[config.mk]
export PLATFORM = sky130hd
export DESIGN_NAME = radix_integer_literal_parser
export DESIGN_NICKNAME = d
export VERILOG_FILES = /design/src/rilp_pkg.sv /design/src/radix_integer_literal_parser.sv /design/src/rilp_step.sv
export SDC_FILE = /design/constraint.sdc
export NUM_CORES = 2
export LEC_CHECK = 0
export ABC_CLOCK_PERIOD_IN_PS = 17700
export BUFFER_PORTS_ARGS = -buffer_cell sky130_fd_sc_hd__buf_2
export CAP_MARGIN = 20
export CELL_PAD_IN_SITES_DETAIL_PLACEMENT = 1
export CELL_PAD_IN_SITES_GLOBAL_PLACEMENT = 2
export CORE_MARGIN = 10
export CORE_UTILIZATION = 42
export DETAILED_ROUTE_END_ITERATION = 8
export GPL_ROUTABILITY_DRIVEN = 0
export PLACE_DENSITY_LB_ADDON = 0.1
export RECOVER_POWER = 50
export SYNTH_ARGS = -nofsm -noshare
export SYNTH_HDL_FRONTEND = slang
export SYNTH_HIERARCHICAL = 1
export SYNTH_SLANG_ARGS = --single-unit
[constraint.sdc]
create_clock -name aclk -period 17.7 [get_ports aclk]
set_input_delay 0.885 -clock aclk [delete_from_list [all_inputs] [get_ports aclk]]
set_output_delay 0.885 -clock aclk [all_outputs]
set_load 0.02 [all_outputs]
[src/rilp_pkg.sv]
// Shared types and constants for the radix integer literal parser.
// Used by rilp_step and radix_integer_literal_parser; depends on nothing.
`timescale 1ns / 1ps
`default_nettype none

package rilp_pkg;

    // Fixed widths of the beat fields
    localparam int CHAR_WIDTH  = 21;
    localparam int VALUE_WIDTH = 64;
    localparam int RADIX_WIDTH = 6;

    // Character codes
    localparam logic [CHAR_WIDTH-1:0] CH_MINUS   = 21'd45;
    localparam logic [CHAR_WIDTH-1:0] CH_ZERO    = 21'd48;
    localparam logic [CHAR_WIDTH-1:0] CH_NINE    = 21'd57;
    localparam logic [CHAR_WIDTH-1:0] CH_UPPER_A = 21'd65;
    localparam logic [CHAR_WIDTH-1:0] CH_UPPER_Z = 21'd90;
    localparam logic [CHAR_WIDTH-1:0] CH_LOWER_R = 21'd114;

    // Letter digits start at ten; the radix prefix may be at most 36
    localparam logic [RADIX_WIDTH-1:0] LETTER_BASE = 6'd10;
    localparam logic [RADIX_WIDTH-1:0] MAX_RADIX   = 6'd36;

    // Parse phase, one-hot
    typedef enum logic [6:0] {
        PH_FIRST      = 7'b0000001,
        PH_DEC        = 7'b0000010,
        PH_RAD_FIRST  = 7'b0000100,
        PH_RAD        = 7'b0001000,
        PH_DONE_DEC   = 7'b0010000,
        PH_DONE_RAD   = 7'b0100000,
        PH_DONE_FAULT = 7'b1000000
    } phase_t;

    // Control part of the parse state
    typedef struct packed {
        phase_t                 phase;
        logic                   outer_neg;
        logic                   inner_neg;
        logic [RADIX_WIDTH-1:0] radix;
    } ctrl_t;

    localparam ctrl_t CTRL_RESET = '{
        phase:     PH_FIRST,
        outer_neg: 1'b0,
        inner_neg: 1'b0,
        radix:     '0
    };

endpackage

`default_nettype wire

[src/radix_integer_literal_parser.sv]
// Top level of the radix integer literal parser: input register, parse state
// registers and result register around rilp_step; depends on rilp_pkg.
`timescale 1ns / 1ps
`default_nettype none

// Channel | Direction | Ports                            | Beat
// s_      | in        | s_valid s_ready s_char_code      | one character of the literal,
//         |           | s_last_char                      | s_last_char on the final one
// m_      | out       | m_valid m_ready m_value          | one result per literal
//         |           | m_bad_radix                      |
//
// One character is taken every cycle unless a final character stalls: the
// single-character step (times-ten shift-add, times-radix multiply) sits between the
// input and state registers, and feeds the result register on a final character.
// Synchronous active-low reset clears both beat valid flags and the parse state.
// A final character waits in the input register only while the result register
// holds an untaken beat; other characters never stall.

module radix_integer_literal_parser #(
    parameter int VALUE_BITS = 64
) (
    input  wire logic                                   aclk,
    input  wire logic                                   aresetn,
    input  wire logic                                   s_valid,
    output logic                                        s_ready,
    input  wire logic [rilp_pkg::CHAR_WIDTH-1:0]        s_char_code,
    input  wire logic                                   s_last_char,
    output logic                                        m_valid,
    input  wire logic                                   m_ready,
    output logic signed [rilp_pkg::VALUE_WIDTH-1:0]     m_value,
    output logic                                        m_bad_radix
);
    import rilp_pkg::*;

    logic                   in_valid_reg;
    logic                   in_valid_next;
    logic [CHAR_WIDTH-1:0]  in_char_reg;
    logic                   in_last_reg;
    ctrl_t                  ctrl_reg;
    ctrl_t                  ctrl_next;
    logic [VALUE_BITS-1:0]  dec_reg;
    logic [VALUE_BITS-1:0]  dec_next;
    logic [VALUE_BITS-1:0]  rad_reg;
    logic [VALUE_BITS-1:0]  rad_next;
    logic                   m_valid_reg;
    logic                   m_valid_next;
    logic signed [VALUE_WIDTH-1:0] m_value_reg;
    logic                   m_bad_reg;
    logic signed [VALUE_WIDTH-1:0] res_value;
    logic                   res_bad_radix;
    logic                   s_fire;
    logic                   advance;

    // Handshake: a character steps unless it must emit into a full result slot
    assign advance = in_valid_reg && (!in_last_reg || !m_valid_reg || m_ready);
    assign s_ready = !in_valid_reg || advance;
    assign s_fire  = s_valid && s_ready;

    assign in_valid_next = s_fire ? 1'b1 : (advance ? 1'b0 : in_valid_reg);

    always_comb begin
        m_valid_next = m_valid_reg;
        if (advance && in_last_reg) begin
            m_valid_next = 1'b1;
        end else if (m_ready) begin
            m_valid_next = 1'b0;
        end
    end

    // Character step
    rilp_step #(
        .VALUE_BITS(VALUE_BITS)
    ) u_step (
        .char_code     (in_char_reg),
        .last_char     (in_last_reg),
        .ctrl_in       (ctrl_reg),
        .dec_in        (dec_reg),
        .rad_in        (rad_reg),
        .ctrl_out      (ctrl_next),
        .dec_out       (dec_next),
        .rad_out       (rad_next),
        .res_value     (res_value),
        .res_bad_radix (res_bad_radix)
    );

    // Control and parse state
    always_ff @(posedge aclk) begin
        if (!aresetn) begin
            in_valid_reg <= 1'b0;
            m_valid_reg  <= 1'b0;
            ctrl_reg     <= CTRL_RESET;
            dec_reg      <= '0;
            rad_reg      <= '0;
        end else begin
            in_valid_reg <= in_valid_next;
            m_valid_reg  <= m_valid_next;
            if (advance) begin
                ctrl_reg <= ctrl_next;
                dec_reg  <= dec_next;
                rad_reg  <= rad_next;
            end
        end
    end

    // Beat payload registers
    always_ff @(posedge aclk) begin
        if (s_fire) begin
            in_char_reg <= s_char_code;
            in_last_reg <= s_last_char;
        end
        if (advance && in_last_reg) begin
            m_value_reg <= res_value;
            m_bad_reg   <= res_bad_radix;
        end
    end

    assign m_valid     = m_valid_reg;
    assign m_value     = m_value_reg;
    assign m_bad_radix = m_bad_reg;

endmodule

`default_nettype wire

[src/rilp_step.sv]
// One character step of the literal parser: next state and the result beat.
// Pure combinational logic; depends on rilp_pkg.
`timescale 1ns / 1ps
`default_nettype none

module rilp_step #(
    parameter int VALUE_BITS = 64
) (
    input  wire logic [rilp_pkg::CHAR_WIDTH-1:0]  char_code,
    input  wire logic                             last_char,
    input  wire rilp_pkg::ctrl_t                  ctrl_in,
    input  wire logic [VALUE_BITS-1:0]            dec_in,
    input  wire logic [VALUE_BITS-1:0]            rad_in,
    output rilp_pkg::ctrl_t                       ctrl_out,
    output logic [VALUE_BITS-1:0]                 dec_out,
    output logic [VALUE_BITS-1:0]                 rad_out,
    output logic signed [rilp_pkg::VALUE_WIDTH-1:0] res_value,
    output logic                                  res_bad_radix
);
    import rilp_pkg::*;

    logic                   is_dec;
    logic                   is_digit;
    logic [RADIX_WIDTH-1:0] digit;
    logic                   rad_digit_ok;
    logic [VALUE_BITS-1:0]  dec_acc;
    logic [VALUE_BITS-1:0]  rad_acc;
    ctrl_t                  ctrl_step;
    logic [VALUE_BITS-1:0]  dec_step;
    logic [VALUE_BITS-1:0]  rad_step;
    logic                   in_radix_part;
    logic [VALUE_BITS-1:0]  mag;
    logic [VALUE_BITS-1:0]  inner_val;
    logic [VALUE_BITS-1:0]  outer_val;
    logic signed [VALUE_BITS-1:0] outer_signed;

    // Digit decode: 0-9 and A-Z only
    always_comb begin
        is_dec   = 1'b0;
        is_digit = 1'b0;
        digit    = '0;
        if (char_code inside {[CH_ZERO:CH_NINE]}) begin
            is_dec   = 1'b1;
            is_digit = 1'b1;
            digit    = RADIX_WIDTH'(char_code - CH_ZERO);
        end else if (char_code inside {[CH_UPPER_A:CH_UPPER_Z]}) begin
            is_digit = 1'b1;
            digit    = RADIX_WIDTH'(char_code - CH_UPPER_A) + LETTER_BASE;
        end
    end

    // Accumulators: times ten by shift-add, times radix by a narrow multiply
    assign dec_acc      = (dec_in << 3) + (dec_in << 1) + VALUE_BITS'(digit);
    assign rad_acc      = rad_in * VALUE_BITS'(ctrl_in.radix) + VALUE_BITS'(digit);
    assign rad_digit_ok = is_digit && (digit < ctrl_in.radix);

    // Phase sequencing for one character
    always_comb begin
        ctrl_step = ctrl_in;
        dec_step  = dec_in;
        rad_step  = rad_in;
        case (ctrl_in.phase)
            PH_FIRST, PH_DEC: begin
                if (ctrl_in.phase == PH_FIRST && char_code == CH_MINUS) begin
                    ctrl_step.outer_neg = 1'b1;
                    ctrl_step.phase     = PH_DEC;
                end else if (is_dec) begin
                    dec_step        = dec_acc;
                    ctrl_step.phase = PH_DEC;
                end else if (char_code == CH_LOWER_R) begin
                    if (dec_in > VALUE_BITS'(MAX_RADIX)) begin
                        ctrl_step.phase = PH_DONE_FAULT;
                    end else begin
                        ctrl_step.radix = dec_in[RADIX_WIDTH-1:0];
                        ctrl_step.phase = PH_RAD_FIRST;
                    end
                end else begin
                    ctrl_step.phase = PH_DONE_DEC;
                end
            end
            PH_RAD_FIRST, PH_RAD: begin
                if (ctrl_in.phase == PH_RAD_FIRST && char_code == CH_MINUS) begin
                    ctrl_step.inner_neg = 1'b1;
                    ctrl_step.phase     = PH_RAD;
                end else if (rad_digit_ok) begin
                    rad_step        = rad_acc;
                    ctrl_step.phase = PH_RAD;
                end else begin
                    ctrl_step.phase = PH_DONE_RAD;
                end
            end
            default: begin
                // finished phases hold until the final character
            end
        endcase
    end

    // Result from the stepped state
    assign in_radix_part = (ctrl_step.phase == PH_RAD_FIRST) ||
                           (ctrl_step.phase == PH_RAD) ||
                           (ctrl_step.phase == PH_DONE_RAD);
    assign inner_val     = ctrl_step.inner_neg ? (~rad_step + VALUE_BITS'(1)) : rad_step;
    assign mag           = in_radix_part ? inner_val : dec_step;
    assign outer_val     = ctrl_step.outer_neg ? (~mag + VALUE_BITS'(1)) : mag;
    assign outer_signed  = outer_val;

    always_comb begin
        if (ctrl_step.phase == PH_DONE_FAULT) begin
            res_value     = '0;
            res_bad_radix = 1'b1;
        end else begin
            res_value     = VALUE_WIDTH'(outer_signed);
            res_bad_radix = 1'b0;
        end
    end

    // The final character returns the parser to its start state
    assign ctrl_out = last_char ? CTRL_RESET : ctrl_step;
    assign dec_out  = last_char ? '0 : dec_step;
    assign rad_out  = last_char ? '0 : rad_step;

endmodule

`default_nettype wire
Word level (Yosys, flattened, before mapping)
Index checks and enable logic that the tools add are counted.
{ "classes": {"eq_ne": 13, "n_bitwise": 2, "multipliers": 1, "n_addsub": 8, "order_cmp": 6, "n_reduce_logical": 23, "n_mux": 38} }
{ "op_table": {"columns": ["op", "count"], "rows": [
  ["2-to-1 mux 64 bit", 11],
  ["adder 64 x 1 -> 64 bit (second input constant)", 2],
  ["adder 64 x 6 -> 64 bit", 2],
  ["inverter 64 bit", 2],
  ["adder 64 bit", 1],
  ["> comparator 64 x 6 -> 1 bit (second input constant)", 1],
  ["multiplier 64 x 6 -> 64 bit", 1],
  ["2-to-1 mux 6 bit", 9],
  ["2-to-1 mux 7 bit", 4],
  ["== test 21 x 6 -> 1 bit (second input constant)", 1],
  ["== test 21 x 7 -> 1 bit (second input constant)", 1],
  ["greater-or-equal comparator 21 x 6 -> 1 bit (second input constant)", 1],
  ["greater-or-equal comparator 21 x 7 -> 1 bit (second input constant)", 1],
  ["less-or-equal comparator 21 x 6 -> 1 bit (second input constant)", 1],
  ["less-or-equal comparator 21 x 7 -> 1 bit (second input constant)", 1],
  ["2-to-1 mux 15 bit", 1],
  ["== test 7 x 3 -> 1 bit (second input constant)", 2],
  ["== test 7 x 4 -> 1 bit (second input constant)", 2],
  ["one-hot mux 7 bit (2 select lines)", 1],
  ["2-to-1 mux 1 bit", 12],
  ["logical AND 1 bit", 8],
  ["nonzero test 2 bit", 4],
  ["== test 7 x 1 -> 1 bit (second input constant)", 1],
  ["== test 7 x 2 -> 1 bit (second input constant)", 1],
  ["other kinds (11)", 20]
]} }
{ "totals": {"ff_bits": 232, "input_bits": 26, "wordCells": 103} }

Logic depth before layout (Yosys ltp)
{ "logic_depth": {"depth_word": 16, "mapped_depth": 41, "depth_no_buf": 34} }

Cells and area by module
Netlist, hierarchy kept.
{ "modules_own_cells": {"columns": ["mod", "seq_area_each_um2", "instances", "cells_per_inst", "area_each_um2"], "rows": [
  ["rilp_step", 0.0, 1, 3863, 26724.4],
  ["radix_integer_literal_parser", 5515.3, 1, 718, 8368.0]
]} }

Least setup slack after synthesis
OpenSTA, ideal clock, no wires.
{ "synth_timing": {"path_type": "register to register", "startpoint": "register in_char_reg[0]", "endpoint": "register m_value_reg[58] (netlist: m_value[58]), data pin", "path_buffers": 6, "arrival_ps": 8268, "slack_ps": 9135, "period_less_slack_ps": 8565, "stages_incl_launch_ff": 41, "cell_sequence": "edfxtp_1 > inv_1 > ha_1 > nor4bb_1 > a211oi_2 > nand2b_1 > clkbuf_1 > nand3_1 > o21a_1 > nor2_1 > a21oi_1 > inv_1 > ha_1 > nand2_1 > o21ai_0 > nor3_1 > o21a_1 > nand3_1 > [5 not listed] > mux2i_1 > ha_1 > inv_1 > or3_1 > a221oi_1 > nand3_1 > nor3_1 > mux2i_1 > a221oi_1 > nand2_1 > or2_1 > a221o_1 > nor3_2 > nand4bb_1 > or3_1 > nor4_2 > o21ai_0 > nor3b_1"} }
{ "synth_via": {"elab_chain_len": 16, "elab_cells_between_ends": 51, "cone_classes": "7 x add/sub; 5 x order compare; 6 x eq/ne; 24 x mux; 2 x bitwise; 7 x reduce/logical"} }
{ "synth_lines": {"columns": ["item", "line", "rtl"], "rows": [
  ["from (decl)", "radix_integer_literal_parser.sv:37", "logic [CHAR_WIDTH-1:0] in_char_reg;"],
  ["from (signal assigned)", "radix_integer_literal_parser.sv:108", "in_char_reg <= s_char_code;"],
  ["parallel branches: the longest is 16 deep, another holds adder 64 x 6 -> 64 bit", null, null],
  ["to (signal assigned)", "radix_integer_literal_parser.sv:112", "m_value_reg <= res_value;"],
  ["to (decl)", "radix_integer_literal_parser.sv:47", "logic signed [VALUE_WIDTH-1:0] m_value_reg;"]
]} }
Parallel ways; which one is timed is not known.
A chain may end at the register's enable or synchronous reset.

Worst setup path after layout
{ "layout_timing": {"startpoint": "register in_last_reg", "endpoint": "register m_value_reg[37] (netlist: m_value[37]) (enable)"} }
{ "layout_via": {"elab_chain_len": 5} }
{ "layout_lines": {"columns": ["item", "line", "rtl"], "rows": [
  ["from (decl)", "radix_integer_literal_parser.sv:38", "logic in_last_reg;"],
  ["from (signal assigned)", "radix_integer_literal_parser.sv:109", "in_last_reg <= s_last_char;"],
  ["logical NOT 1 bit", "radix_integer_literal_parser.sv:55", "assign advance = in_valid_reg && (!in_last_reg || !m_valid_reg || m_ready);"],
  ["logical OR 1 bit (2 in a row)", "radix_integer_literal_parser.sv:55", null],
  ["logical AND 1 bit", "radix_integer_literal_parser.sv:55", null],
  ["logical AND 1 bit (*)", "radix_integer_literal_parser.sv:111", "if (advance && in_last_reg) begin"]
]} }
Every way passes the cells marked *; elsewhere a longest branch is shown, timed or not.

==> results_dict.tcl <==
set metrics [dict create \
    status "finished, violations left" \
    violations "max-capacitance violations, max-slew violations" \
    whs_ns 0.487 \
    crit_path_cell_trace "clkbuf_1, a21boi_4, clkbuf_1, and2_0, clkbuf_1" \
    cpLargestDelayFamily "buffers and inverters" \
    path_common_cell "clkbuf_1" \
    cts.clk_slew.worst_paths_ns 0.06 \
    dieArea_sq_mm 0.0955 \
    p_leak_nw 16.0 \
    maxSlewHeadroom_pct -426 \
    drv_cap 4 \
    n_antenna_cell 0 \
    numClockSinks 232 \
    power_switching_uw 353 \
    fin_cells 5555 \
    ctsLongestPathBuffers 3 \
    powerDensity_mw_per_mm2 35.7 \
    drtIter0Drc 2010 \
    fin_setup_tns_ns 0 \
    clock_tree.root_cell "clkbuf_16" \
    synthTopCellsByCount "nand2_1 (826), nor2_1 (377), inv_1 (329)" \
    fin_nets 4991 \
    fin_worst_skew_ns 0.0424 \
    synthCells 4581 \
    drt_first_pass_iters 5 \
    die_h_microns 309 \
    p_total_mw 1.32 \
    async_reset_ff_share_pct 0 \
    first_global_vias 34800 \
    maxSlewViolCount 304 \
    fmax_mhz 95.1 \
    drc 0 \
    core_area_sq_mm 0.0825 \
    worst_pin_slew_ns 7.89 \
    postCtsHoldBufs 0 \
    wl_per_cell_microns 23.4 \
    yosys_warnings 6 \
    synth_ff_type "dfxtp_1" \
    dp_hpwl_mm 100 \
    fin_crit_sh_pct 59.4 \
    setup_violations 0 \
    wirelength_mm 130 \
    start_util_pct 42.5 \
    synth_most_common_cell "nand2_1" \
    grt_pass1_wl_mm 206 \
    ctsResizeCount 0 \
    grtUsageTotal_pct 27.0 \
    setup_ws_ns 7.18 \
    area_growth_syn_to_layout_pct 5.56 \
    insertion_delay_ns 0.57 \
    crit_slowest_cell "clkbuf_1" \
    overflow 0 \
    min_path_type "in2reg" \
    drtAntennaViolNets 0 \
    placedCellCount 5491 \
    post_synth_main_area_contributors "fa_1 (14%), ha_1 (9.3%), nand2_1 (8.8%)" \
    htreeDepth 2 \
    syn_area_sq_mm 0.0351 \
    critPathMaxFanout 146 \
    yosysSeqAreaShare_pct 15.7 \
    synth_edf_count 87 \
    post-cts-setup-buffers 0 \
    cp_data_arrival_time_ns 10.58 \
    finalCriticalPeriod_ns 10.52 \
    drive_above_1_share_pct 4.44 \
    yosysTopAreaCellShare_pct 13.9 \
    via_per_inst 6.02 \
    start_kind "flip-flop" \
    netSwitchingFraction_pct 26.7 \
    combPwrFrac_pct 4.9 \
    synth_top_cell_by_area "fa_1" \
    cts_tree "yes" \
    synth.distinct_cells 109 \
    syn_nets 5113 \
    grt_max_degree 147 \
    internal_power_uw 970 \
    avgSynthCellArea_sq_um 7.66 \
    critPathMaxStageDelay_ns 2.70 \
    pre_cts_slack_ns 7.36 \
    ys_ff_latch 232 \
    worstPathRequired_ns 17.76 \
    clkPwrFrac_pct 52.1 \
    vdd_drop_max_mv 0.0534 \
    critical_path_buf_inv_count 3 \
    ios 93 \
    cts_buffers 34 \
    hold_violations 0 \
    worstSetupEndpointType "flip-flop" \
    port_buffers 92 \
    rsz0062_at_grt "false" \
    path_class "reg2reg" \
    fp.dieW_microns 309 \
    antenna_found_initial 2 \
    num-fill-cells 10200 \
    vias 33400 \
    sequentialPowerShare_pct 42.9 \
    std_cell_rows 105 \
]
[worst register-to-register path, stage by stage, from the launching register on]
cell and delay (ns):
edfxtp_1 0.35, clkbuf_1 2.70, a21boi_4 0.84, clkbuf_1 2.67
and2_0 0.69, clkbuf_1 2.65
[stage by stage]
step	cell area [sq um]	utilization, %
finish	37000	44.9
CTS	37100	45.0
global route	37000	44.9
floorplan	35100	-
global placement	36100	43.7
detailed placement	36100	43.7
[per-layer routing]
| metal | vias to the layer above | track usage, % | share of wire [%] |
|---|---|---|---|
| met4 | 0 | 9.27 | 3.7 |
| li1 | 15700 | - | - |
| met5 | - | 0 | 0 |
| met3 | 193 | 2.16 | 3.1 |
| met2 | 643 | 47.2 | 49 |
| met1 | 16900 | 34.5 | 44 |
[logic make-up after synthesis]
logic type      share of synthesized area, %
flops                                   15.7
buf+inv                                 7.07
simple gates                            24.3
xor+xnor                                4.77
fa+ha+maj                               23.3
mux                                     6.29
compound gates                          18.6
[worst paths after layout]
path	startpoint	to	slack [ns]	cells after the start
max	in_last_reg	m_value[37]	7.18	5
min reg2reg	rad_reg[63]	rad_reg[63]	0.49	2
min	s_last_char	in_last_reg	0.49	1
max reg2reg	in_last_reg	m_value[37]	7.18	5
[power by group through the flow]
stage	clock network [mW]	logic [mW]	registers, mW
2_1_floorplan	0	0.0403	0.582
3_3_place_gp	0	0.0650	0.579
3_5_place_dp	0	0.0654	0.579
4_1_cts	0.705	0.0656	0.567
5_1_grt	0.727	0.0704	0.569
6_report	0.689	0.0654	0.568
[cell type report]
cell class | count | area [sq um] | share of cell area (%)
well taps | 1070 | 1340 | 3.61
clock inverters | 20 | 166 | 0.449
clock buffers | 42 | 922 | 2.49
flip-flops and latches | 232 | 5520 | 14.9
inverters | 329 | 1230 | 3.33
multi-input cells | 3730 | 27200 | 73.4
repair buffers | 132 | 663 | 1.79
[placed cells by master, fill, tap and decap left out, types with 69 or more instances in the layout]
| master | netlist | layout |
|---|---|---|
| nor2_1 | 377 | 376 |
| xnor2_1 | 107 | 107 |
| fa_1 | 244 | 244 |
| inv_1 | 329 | 329 |
| nand2_1 | 826 | 826 |
| dfxtp_1 | 145 | 139 |
| clkbuf_1 | 208 | 78 |
| o21ai_0 | 171 | 171 |
| nor3_1 | 100 | 100 |
| and2_1 | 128 | 125 |
| nand3_1 | 70 | 69 |
| nand4_1 | 73 | 73 |
| edfxtp_1 | 87 | 87 |
| mux2i_1 | 208 | 208 |
| a21oi_1 | 278 | 277 |
| xor2_1 | 84 | 84 |
| ha_1 | 262 | 262 |
(Power assumes the default switching activity.)
